## src/rtl/fvt_pkg.sv

```systemverilog
// ----------------------------------------------------------------------------
// FM LFO package
// Widths, dwell constants and register codes for the vibrato/tremolo LFO.
// ----------------------------------------------------------------------------
package fvt_pkg;

   localparam int FREQ_W    = 3;
   localparam int LEVEL_W   = 6;
   localparam int PHASE_W   = 6;
   localparam int TICK_W    = 11;
   localparam int CSR_IDX_W = 2;
   localparam int CSR_DAT_W = 1;

   localparam logic [TICK_W-1:0] VIB_DWELL       = TICK_W'(1024);
   localparam logic [TICK_W-1:0] TREM_DWELL_LOW  = TICK_W'(64 * 7);
   localparam logic [TICK_W-1:0] TREM_DWELL_PEAK = TICK_W'(64 * 3);
   localparam logic [TICK_W-1:0] TREM_DWELL_MID  = TICK_W'(64 * 4);

   localparam logic [PHASE_W-1:0] TREM_STEPS = PHASE_W'(52);
   localparam logic [PHASE_W-1:0] TREM_PEAK  = PHASE_W'(26);
   localparam logic [PHASE_W-1:0] TREM_LAST  = PHASE_W'(51);

   typedef enum logic [CSR_IDX_W-1:0] {
      CSR_LFO_MODE  = 2'd0,
      CSR_DEPTH_OP0 = 2'd1,
      CSR_DEPTH_OP1 = 2'd2
   } csr_index_type;

   typedef logic signed [LEVEL_W-1:0] level_type;

endpackage

```

## src/rtl/fvt_if.sv

```systemverilog
// ----------------------------------------------------------------------------
// FM LFO channels
// Valid/ready channels for tick items and level result items.
// ----------------------------------------------------------------------------
interface fvt_req_if;
   import fvt_pkg::*;

   logic                valid;
   logic                ready;
   logic [FREQ_W-1:0]   freq_top_bits;

   modport source (output valid, output freq_top_bits, input ready);
   modport sink   (input valid, input freq_top_bits, output ready);
endinterface

interface fvt_rsp_if;
   import fvt_pkg::*;

   logic                valid;
   logic                ready;
   level_type           level_op0;
   level_type           level_op1;
   logic [PHASE_W-1:0]  phase_out;

   modport source (output valid, output level_op0, output level_op1, output phase_out,
                   input ready);
   modport sink   (input valid, input level_op0, input level_op1, input phase_out,
                   output ready);
endinterface

```

## src/rtl/fm_lfo_vibrato_tremolo.sv

```systemverilog
// ----------------------------------------------------------------------------
// FM LFO, vibrato and tremolo
// Tick counter, triangle phase and per-operator level lookup.
// ----------------------------------------------------------------------------
// The result item is registered in the cycle after its tick item is accepted.
// Throughput: one item per cycle; counter update and lookup sit in one stage
// in front of the result register, which holds while the sink stalls.
// Reset: synchronous, active high; clears counter, phase, registers and
// the result valid.
module fm_lfo_vibrato_tremolo (
   input  logic                               clock,
   input  logic                               reset,
   input  logic                               csr_we,
   input  logic [fvt_pkg::CSR_IDX_W-1:0]      csr_index,
   input  logic [fvt_pkg::CSR_DAT_W-1:0]      csr_wdata,
   fvt_req_if.sink                            req_chan,
   fvt_rsp_if.source                          rsp_chan
);
   import fvt_pkg::*;

   function automatic level_type vib_level(input logic [FREQ_W-1:0] f,
                                           input logic [2:0] ph,
                                           input logic deep);
      logic [FREQ_W-1:0]  mag;
      logic               neg;
      logic [LEVEL_W-1:0] val;
      begin
         neg = 1'b0;
         case (ph)
            3'd0: mag = f;
            3'd1: mag = f >> 1;
            3'd2: mag = '0;
            3'd3: begin mag = f >> 1; neg = 1'b1; end
            3'd4: begin mag = f;      neg = 1'b1; end
            3'd5: begin mag = f >> 1; neg = 1'b1; end
            3'd6: mag = '0;
            default: mag = f >> 1;
         endcase
         // shallow halves the magnitude, so negative values round toward zero
         if (!deep) mag = mag >> 1;
         val = {2'b00, mag, 1'b0};
         vib_level = neg ? level_type'(-val) : level_type'(val);
      end
   endfunction

   function automatic level_type trem_level(input logic [PHASE_W-1:0] ph,
                                            input logic deep);
      logic [PHASE_W-1:0] v;
      begin
         v = (ph < TREM_PEAK) ? ph : PHASE_W'(TREM_STEPS - ph);
         if (!deep) v = v >> 2;
         trem_level = level_type'(v);
      end
   endfunction

   logic                 mode_ff, depth0_ff, depth1_ff;
   logic [TICK_W-1:0]    tick_ff, tick_in;
   logic [PHASE_W-1:0]   phase_ff, phase_in;
   logic                 rsp_valid_ff;
   level_type            level0_ff, level0_in;
   level_type            level1_ff, level1_in;
   logic [PHASE_W-1:0]   phase_out_ff;

   logic                 accept;
   logic [TICK_W-1:0]    tick_sum;
   logic [TICK_W-1:0]    dwell;
   logic [PHASE_W-1:0]   phase_step;

   assign req_chan.ready = !rsp_valid_ff || rsp_chan.ready;
   assign accept         = req_chan.valid && req_chan.ready;

   always_comb begin
      tick_sum = tick_ff + TICK_W'(1);
      if (!mode_ff) begin
         dwell      = VIB_DWELL;
         phase_step = {3'b000, phase_ff[2:0] + 3'd1};
      end else begin
         if (phase_ff == '0) dwell = TREM_DWELL_LOW;
         else if (phase_ff == TREM_PEAK) dwell = TREM_DWELL_PEAK;
         else dwell = TREM_DWELL_MID;
         phase_step = (phase_ff == TREM_LAST) ? '0 : phase_ff + PHASE_W'(1);
      end
      // advance the phase once the dwell is used up
      if (tick_sum >= dwell) begin
         tick_in  = tick_sum - dwell;
         phase_in = phase_step;
      end else begin
         tick_in  = tick_sum;
         phase_in = phase_ff;
      end
      if (mode_ff) begin
         level0_in = trem_level(phase_in, depth0_ff);
         level1_in = trem_level(phase_in, depth1_ff);
      end else begin
         level0_in = vib_level(req_chan.freq_top_bits, phase_in[2:0], depth0_ff);
         level1_in = vib_level(req_chan.freq_top_bits, phase_in[2:0], depth1_ff);
      end
   end

   always_ff @(posedge clock) begin
      if (reset) begin
         mode_ff      <= 1'b0;
         depth0_ff    <= 1'b0;
         depth1_ff    <= 1'b0;
         tick_ff      <= '0;
         phase_ff     <= '0;
         rsp_valid_ff <= 1'b0;
      end else begin
         if (csr_we) begin
            case (csr_index)
               CSR_LFO_MODE:  mode_ff   <= csr_wdata[0];
               CSR_DEPTH_OP0: depth0_ff <= csr_wdata[0];
               CSR_DEPTH_OP1: depth1_ff <= csr_wdata[0];
               default: ;
            endcase
         end
         if (accept) begin
            tick_ff      <= tick_in;
            phase_ff     <= phase_in;
            rsp_valid_ff <= 1'b1;
         end else if (rsp_chan.ready) begin
            rsp_valid_ff <= 1'b0;
         end
      end
   end

   always_ff @(posedge clock) begin
      if (accept) begin
         level0_ff    <= level0_in;
         level1_ff    <= level1_in;
         phase_out_ff <= phase_in;
      end
   end

   assign rsp_chan.valid     = rsp_valid_ff;
   assign rsp_chan.level_op0 = level0_ff;
   assign rsp_chan.level_op1 = level1_ff;
   assign rsp_chan.phase_out = phase_out_ff;

endmodule

```

## src/flat_wrapper.sv

```systemverilog
// flat-port wrapper written by rule: the top's interface ports become plain ports
module fm_lfo_vibrato_tremolo_flat import fvt_pkg::*;
  (clock, reset, csr_we, csr_index, csr_wdata, req_chan_valid, req_chan_freq_top_bits, req_chan_ready, rsp_chan_valid, rsp_chan_level_op0, rsp_chan_level_op1, rsp_chan_phase_out, rsp_chan_ready);
  fvt_req_if req_chan_i ();
  fvt_rsp_if rsp_chan_i ();
  input  logic clock;
  input  logic reset;
  input  logic csr_we;
  input  logic [fvt_pkg::CSR_IDX_W-1:0] csr_index;
  input  logic [fvt_pkg::CSR_DAT_W-1:0] csr_wdata;
  input wire logic [$bits(req_chan_i.valid)-1:0] req_chan_valid;
  input wire logic [$bits(req_chan_i.freq_top_bits)-1:0] req_chan_freq_top_bits;
  output wire logic [$bits(req_chan_i.ready)-1:0] req_chan_ready;
  output wire logic [$bits(rsp_chan_i.valid)-1:0] rsp_chan_valid;
  output wire logic [$bits(rsp_chan_i.level_op0)-1:0] rsp_chan_level_op0;
  output wire logic [$bits(rsp_chan_i.level_op1)-1:0] rsp_chan_level_op1;
  output wire logic [$bits(rsp_chan_i.phase_out)-1:0] rsp_chan_phase_out;
  input wire logic [$bits(rsp_chan_i.ready)-1:0] rsp_chan_ready;
  assign req_chan_i.valid = req_chan_valid;
  assign req_chan_i.freq_top_bits = req_chan_freq_top_bits;
  assign req_chan_ready = req_chan_i.ready;
  assign rsp_chan_valid = rsp_chan_i.valid;
  assign rsp_chan_level_op0 = rsp_chan_i.level_op0;
  assign rsp_chan_level_op1 = rsp_chan_i.level_op1;
  assign rsp_chan_phase_out = rsp_chan_i.phase_out;
  assign rsp_chan_i.ready = rsp_chan_ready;
  fm_lfo_vibrato_tremolo u_core (.clock(clock), .reset(reset), .csr_we(csr_we), .csr_index(csr_index), .csr_wdata(csr_wdata), .req_chan(req_chan_i), .rsp_chan(rsp_chan_i));
endmodule
```

## config.mk

```make
export PLATFORM = sky130hd
export DESIGN_NAME = fm_lfo_vibrato_tremolo_flat
export DESIGN_NICKNAME = d
export VERILOG_FILES = /design/src/rtl/fvt_pkg.sv /design/src/rtl/fvt_if.sv /design/src/rtl/fm_lfo_vibrato_tremolo.sv /design/src/flat_wrapper.sv
export SDC_FILE = /design/constraint.sdc
export NUM_CORES = 1
export LEC_CHECK = 0
export BUFFER_PORTS_ARGS = -buffer_cell sky130_fd_sc_hd__buf_2
export CORE_MARGIN = 8
export CORE_UTILIZATION = 38
export CTS_BUF_LIST = sky130_fd_sc_hd__clkbuf_4 sky130_fd_sc_hd__clkbuf_8 sky130_fd_sc_hd__clkbuf_16
export DETAILED_ROUTE_END_ITERATION = 12
export PLACE_DENSITY = 0.64
export SLEW_MARGIN = 20
export SYNTH_ARGS = -nofsm -noshare
export SYNTH_HDL_FRONTEND = slang
export SYNTH_SLANG_ARGS = --single-unit
```

## constraint.sdc

```tcl
create_clock -name clock -period 10.71 [get_ports clock]
set_input_delay 1.6065 -clock clock [delete_from_list [all_inputs] [get_ports clock]]
set_output_delay 1.6065 -clock clock [all_outputs]
set_load 0.01 [all_outputs]
```

After elaboration in Yosys (flattened, before gate mapping)
Index checks and enable logic that the tools add are counted.
{"block": "op_classes", "n_lt_le_gt_ge": 2, "muxes": 23, "n_eq_ne": 9, "n_reduce_logical": 13, "addsub": 7}
{"operator": "$mux W6", "count": 10}
{"operator": "$mux W11", "count": 2}
{"operator": "$mux W9", "count": 2}
{"operator": "$mux W3", "count": 4}
{"operator": "$neg A4 Y6", "count": 2}
{"operator": "$add A11 B1 Y11 const B", "count": 1}
{"operator": "$ge A11 B11 Y1", "count": 1}
{"operator": "$sub A11 B11 Y11", "count": 1}
{"operator": "$eq A3 B3 Y1 const B", "count": 3}
{"operator": "$add A6 B1 Y6 const B", "count": 1}
{"operator": "$eq A3 B2 Y1 const B", "count": 2}
{"operator": "$eq A6 B5 Y1 const B", "count": 1}
{"operator": "$eq A6 B6 Y1 const B", "count": 1}
{"operator": "$logic_not A6 Y1", "count": 1}
{"operator": "$lt A6 B5 Y1 const B", "count": 1}
{"operator": "$pmux W3 S2", "count": 1}
{"operator": "$reduce_and A2 Y1", "count": 3}
{"operator": "$sub A6 B6 Y6 const A", "count": 1}
{"operator": "$mux W1", "count": 4}
{"operator": "$reduce_or A2 Y1", "count": 2}
{"operator": "$add A3 B1 Y3 const B", "count": 1}
{"operator": "$logic_not A3 Y1", "count": 1}
{"operator": "$reduce_or A3 Y1", "count": 1}
{"operator": "$eq A2 B1 Y1 const B", "count": 1}
{"operator": "6 further kinds", "count": 6}
{"block": "word_totals", "ff_bits": 39, "output_inout_bits": 20, "elab_cells": 63}

Logic depth before layout (Yosys ltp)
{"block": "logic_depth", "depth_word": 14, "ltp_mapped": 26}

Worst setup path after synthesis
No wires, ideal clock.
{"block": "synth_path", "path_kind": "register to register", "startpoint": "register u_core.tick_ff[0]", "endpoint": "register u_core.level0_ff[3], in the netlist u_core.rsp_chan.level_op0[3] (data pin)", "arrival_time_ns": 4.557, "path_slack_ns": 5.892, "period_less_slack_ns": 4.818, "stages_incl_launch_ff": 24, "required_time_ns": 10.449, "cell_sequence": "dfxtp_1 > ha_1 > and3_1 > and3_1 > and3_1 > nand3_1 > xnor2_1 > ha_1 > nand2_1 > nor4_4 > a41oi_4 > nand2_1 > clkbuf_1 > nand2_1 > and2_1 > clkbuf_1 > inv_1 > ha_1 > nor2b_1 > mux2i_1 > a21o_1 > ha_1 > ha_1 > a221o_1"}
{"block": "synth_via", "elab_chain_len": 11}
{"item": "start, declared", "line": "fm_lfo_vibrato_tremolo.sv:57", "text": "logic [TICK_W-1:0] tick_ff, tick_in;"}
{"item": "start signal, assigned", "line": "fm_lfo_vibrato_tremolo.sv:118", "text": "tick_ff <= tick_in;"}
{"item": "$add A11 B1 Y11 (*)", "line": "fm_lfo_vibrato_tremolo.sv:73", "text": "tick_sum = tick_ff + TICK_W'(1);"}
{"item": "$ge A11 B11 Y1 (*)", "line": "fm_lfo_vibrato_tremolo.sv:84", "text": "if (tick_sum >= dwell) begin"}
{"item": "$mux W6 (*)", "line": "fm_lfo_vibrato_tremolo.sv:84"}
{"item": "$eq A3 B2 Y1, or another cell as far along", "line": "fm_lfo_vibrato_tremolo.sv:29", "text": "case (ph)"}
{"item": "$reduce_or A2 Y1 (no source line)"}
{"item": "$pmux W3 S2", "line": "fm_lfo_vibrato_tremolo.sv:29"}
{"item": "$mux W3", "line": "fm_lfo_vibrato_tremolo.sv:40", "text": "if (!deep) mag = mag >> 1;"}
{"item": "$mux W3", "line": "fm_lfo_vibrato_tremolo.sv:91", "text": "if (mode_ff) begin"}
{"item": "$neg A4 Y6", "line": "fm_lfo_vibrato_tremolo.sv:42", "text": "vib_level = neg ? level_type'(-val) : level_type'(val);"}
{"item": "$mux W6", "line": "fm_lfo_vibrato_tremolo.sv:42"}
{"item": "$mux W6 (*)", "line": "fm_lfo_vibrato_tremolo.sv:91"}
{"item": "net u_core.level0_in[3]", "line": "fm_lfo_vibrato_tremolo.sv:60", "text": "level_type level0_ff, level0_in;"}
{"item": "end signal, assigned", "line": "fm_lfo_vibrato_tremolo.sv:129", "text": "level0_ff <= level0_in;"}
{"item": "end, declared", "line": "fm_lfo_vibrato_tremolo.sv:60"}
The timed path passes the listed nets; every way through them passes the cells marked *. The select of a mux whose other input is x is not followed.
A chain may end at the register's enable or synchronous reset.

Worst setup path in the final report
{"block": "layout_path", "startpoint": "register u_core.tick_ff[0]", "endpoint": "register u_core.level1_ff[3], in the netlist u_core.rsp_chan.level_op1[3] (data pin)"}
{"block": "layout_via", "elab_chain_len": 11}
{"item": "$add A11 B1 Y11 (*)", "line": "fm_lfo_vibrato_tremolo.sv:73"}
{"item": "$ge A11 B11 Y1 (*)", "line": "fm_lfo_vibrato_tremolo.sv:84"}
{"item": "$mux W6 (*)", "line": "fm_lfo_vibrato_tremolo.sv:84"}
{"item": "$eq A3 B2 Y1, or another cell as far along", "line": "fm_lfo_vibrato_tremolo.sv:29"}
{"item": "$reduce_or A2 Y1 (no source line)"}
{"item": "$pmux W3 S2", "line": "fm_lfo_vibrato_tremolo.sv:29"}
{"item": "$mux W3", "line": "fm_lfo_vibrato_tremolo.sv:40"}
{"item": "$mux W3", "line": "fm_lfo_vibrato_tremolo.sv:91"}
{"item": "$neg A4 Y6", "line": "fm_lfo_vibrato_tremolo.sv:42"}
{"item": "$mux W6", "line": "fm_lfo_vibrato_tremolo.sv:42"}
{"item": "$mux W6 (*)", "line": "fm_lfo_vibrato_tremolo.sv:91"}
{"item": "net u_core.level1_in[3]", "line": "fm_lfo_vibrato_tremolo.sv:61", "text": "level_type level1_ff, level1_in;"}
{"item": "end signal, assigned", "line": "fm_lfo_vibrato_tremolo.sv:130", "text": "level1_ff <= level1_in;"}
{"item": "end, declared", "line": "fm_lfo_vibrato_tremolo.sv:61"}
Marked as above.

==> flow_summary.json <==
{
  "cts_root_buf": "clkbuf_8",
  "drt_iter0_markers": 189,
  "core-area_um2": 7140,
  "grt-ovfl-total": 0,
  "hp-class": "flop to flop",
  "dp_hpwl_mm": 4.89,
  "fill_cells": 731,
  "path_depth": 20,
  "endpoint": "u_core.rsp_chan.level_op1[3]",
  "relSlewSlack_pct": 53.1,
  "synth_cell_types": 60,
  "multi_input_area_um2": 1660,
  "grt_pass1_wl_mm": 11.5,
  "drtPass1Iterations": 5,
  "rsz0062_at_grt": "false",
  "worstSetupStartpointType": "flop",
  "htreeDepth": 2,
  "p_int_uw": 290,
  "avgSynthCellArea_um2": 8.80,
  "viasPerCell": 5.55,
  "post-place-ws_ps": 5500,
  "seq_area_um2": 961,
  "critPathBufInv": 0,
  "status": "complete, no violations",
  "postLayoutCellArea_um2": 3090,
  "clock_power_share_pct": 29.5,
  "postSynth.asyncResetShare_pct": 0,
  "finalCritPeriodShare_pct": 49.1,
  "yosysTopAreaCellShare_pct": 19.7,
  "synth.area.top_cells": "edfxtp_1 (20%), dfxtp_1 (15%), ha_1 (6.8%)",
  "cpPeakStageDelay_ps": 410,
  "path_delay_family": "simple AND/OR/NAND/NOR gates",
  "seqPwrFrac_pct": 42.2,
  "timing.reg2reg.setup_slack_ps": 5450,
  "tightest_slew_ps": 704,
  "comb_power_share_pct": 28.3,
  "drv_cap": 0,
  "clock_skew_ps": 9.59,
  "switching_share_pct": 33.1,
  "postRouteAntennaNets": 0,
  "antenna_found_initial": 0,
  "vias": 2420,
  "synthesis.area_um2": 2750,
  "synth-seq-area-share_pct": 35.0,
  "ios": 31,
  "startpoint": "u_core.tick_ff[0]",
  "yosys-top-cells-count": "nor2_1 (32), nand2_1 (30), dfxtp_1 (21)",
  "cts_tree": "done",
  "power_switching_uw": 143,
  "initial_core_util_pct": 38.5,
  "io_buffer_count": 30,
  "slew_violations": 0,
  "placed_area_um2": 2980,
  "antenna_cells": 0,
  "num_rows": 31,
  "vdd_drop_max_v": 0.0000701,
  "grt_start_max_net_pins": 31,
  "path_clk_slew_ps": 80,
  "stdcell_count": 436,
  "drc": 0,
  "ys_warn_count": 0,
  "r2r_start": "u_core.tick_ff[0]",
  "power.static_leakage_nw": 1.28,
  "endpoint_kind": "flop",
  "cts_hold_buf": 0,
  "r2r-end": "u_core.rsp_chan.level_op1[3]",
  "synth_most_common_cell": "nor2_1",
  "die_h_um": 101,
  "cp_data_arrival_time_ps": 5310,
  "yosys.area.top_type": "edfxtp_1",
  "synth_enable_flop_cells": 18,
  "die_x_um": 101,
  "p_per_area_nw_per_um2": 140,
  "finalCriticalPeriod_ps": 5260,
  "placed_cells": 428,
  "syn_nets": 339,
  "finalWorstSetupSlack_ps": 5450,
  "wirelength_mm": 6.59,
  "drive_gt1_share_pct": 16.3,
  "cts_buffers": 5,
  "ys_ff_latch": 39,
  "crit_type": "flop to flop",
  "synthToLayoutAreaGrowth_pct": 12.4,
  "fmax_mhz": 190,
  "finalWeightedCongestion": 0.941,
  "hold_viol": 0,
  "final_nets": 363,
  "worstRegToRegCells": 20,
  "setup_viol": 0,
  "setup_tns_ps": 0,
  "clock_sinks": 39,
  "fp.dieArea_um2": 10200,
  "post-cts-setup-buffer-count": 0,
  "clk_latency_ps": 300,
  "synth_ff_type": "dfxtp_1",
  "track_usage_pct": 13.8,
  "netlist_instances": 312,
  "worstPathCellList": "ha_1, and3_1, and3_1, and3_1, nand3_1, xnor2_1, ha_1, nand2_1, nor4_4, a41oi_4, nand2_1, nor2_1, a21oi_1, ha_1, nor2b_1, mux2i_1, a21o_1, ha_1, ha_1, a221o_1",
  "cts_resized": 0,
  "grt_pass1_vias": 2350,
  "cts_buffer_depth": 2,
  "cpMaxStageDelayCell": "dfxtp_1",
  "worstPathMaxFanout": 11,
  "crit_top_cell": "ha_1",
  "wire_per_inst_um": 15.1,
  "required_ps": 10760
}
==> registers in the layout, indices dropped and copies added, names as in the netlist <==
name                       cells
u_core.depth0_ff               1
u_core.depth1_ff               1
u_core.mode_ff                 1
u_core.phase_ff                6
u_core.rsp_chan.level_op0      6
u_core.rsp_chan.level_op1      6
u_core.rsp_chan.phase_out      6
u_core.rsp_chan.valid          1
u_core.tick_ff                11
==> cell families (layout without fill, tap and decap cells) <==
group / count (synthesis) / in the layout / share of synthesized area, %
simple gates: 125 / 125 / 23.7
compound gates: 81 / 81 / 22.6
flops: 39 / 39 / 35.0
buf+inv: 33 / 58 / 4.51
fa+ha+maj: 16 / 16 / 7.56
xor+xnor: 15 / 15 / 5.47
mux: 3 / 3 / 1.09
==> cell type report <==
cell class | count | share of cell area (%)
clock buffers | 5 | 2.23
clock inverters | 3 | 1.42
inverters | 19 | 2.31
multi-input cells | 240 | 53.8
flip-flops and latches | 39 | 31.1
well taps | 99 | 4.01
repair buffers | 31 | 5.11
==> power groups by stage <==
stage / registers [mW] / clock network [mW] / logic [mW]
after floorplan: 0.187 / 0 / 0.0853
after global placement: 0.186 / 0 / 0.119
after detailed placement: 0.186 / 0 / 0.120
after CTS: 0.183 / 0.131 / 0.121
after global routing: 0.185 / 0.137 / 0.137
final: 0.183 / 0.128 / 0.123
==> how the worst min path moves through the flow <==
stage	start	slack [ps]	depth (start not counted)	end
after floorplan	u_core.tick_ff[7]	480	2	u_core.tick_ff[7]
after global placement	u_core.tick_ff[1]	500	2	u_core.tick_ff[1]
after detailed placement	u_core.tick_ff[7]	510	2	u_core.tick_ff[7]
after CTS	u_core.tick_ff[7]	520	2	u_core.tick_ff[7]
after global routing	u_core.tick_ff[7]	550	2	u_core.tick_ff[7]
final	u_core.tick_ff[1]	510	2	u_core.tick_ff[1]
==> stage by stage <==
| stage | total power, mW | util [%] | hold slack [ps] |
|---|---|---|---|
| 2_1_floorplan | 0.273 | - | 477 |
| 3_3_place_gp | 0.305 | 41.7 | 501 |
| 3_5_place_dp | 0.307 | 41.7 | 506 |
| 4_1_cts | 0.436 | 43.3 | 518 |
| 5_1_grt | 0.459 | 43.3 | 554 |
| 6_report | 0.433 | 43.3 | 514 |
==> cell usage in the layout (no fill, tap or decap), types with 15 or more instances in the layout <==
master | Yosys | routed
a21oi_1 | 20 | 20
buf_2 | 0 | 30
dfxtp_1 | 21 | 21
edfxtp_1 | 18 | 18
ha_1 | 15 | 15
inv_1 | 15 | 15
nand2_1 | 30 | 30
nand3_1 | 15 | 15
nor2_1 | 32 | 32
==> layer usage <==
| layer | track usage (%) | part of all wire, % | vias up |
|---|---|---|---|
| li1 | - | - | 1198 |
| met1 | 19.4 | 48 | 1131 |
| met2 | 21.1 | 44 | 86 |
| met3 | 2.56 | 7.3 | 5 |
| met4 | 3.09 | 0.99 | 0 |
| met5 | 0 | 0 | - |
==> worst min-delay path, cell delays in order (launching register included) <==
cell	delay, ps
dfxtp_1	350
nand2_1	70
a21oi_1	50
Note: power is estimated with default switching activity, not from simulation.
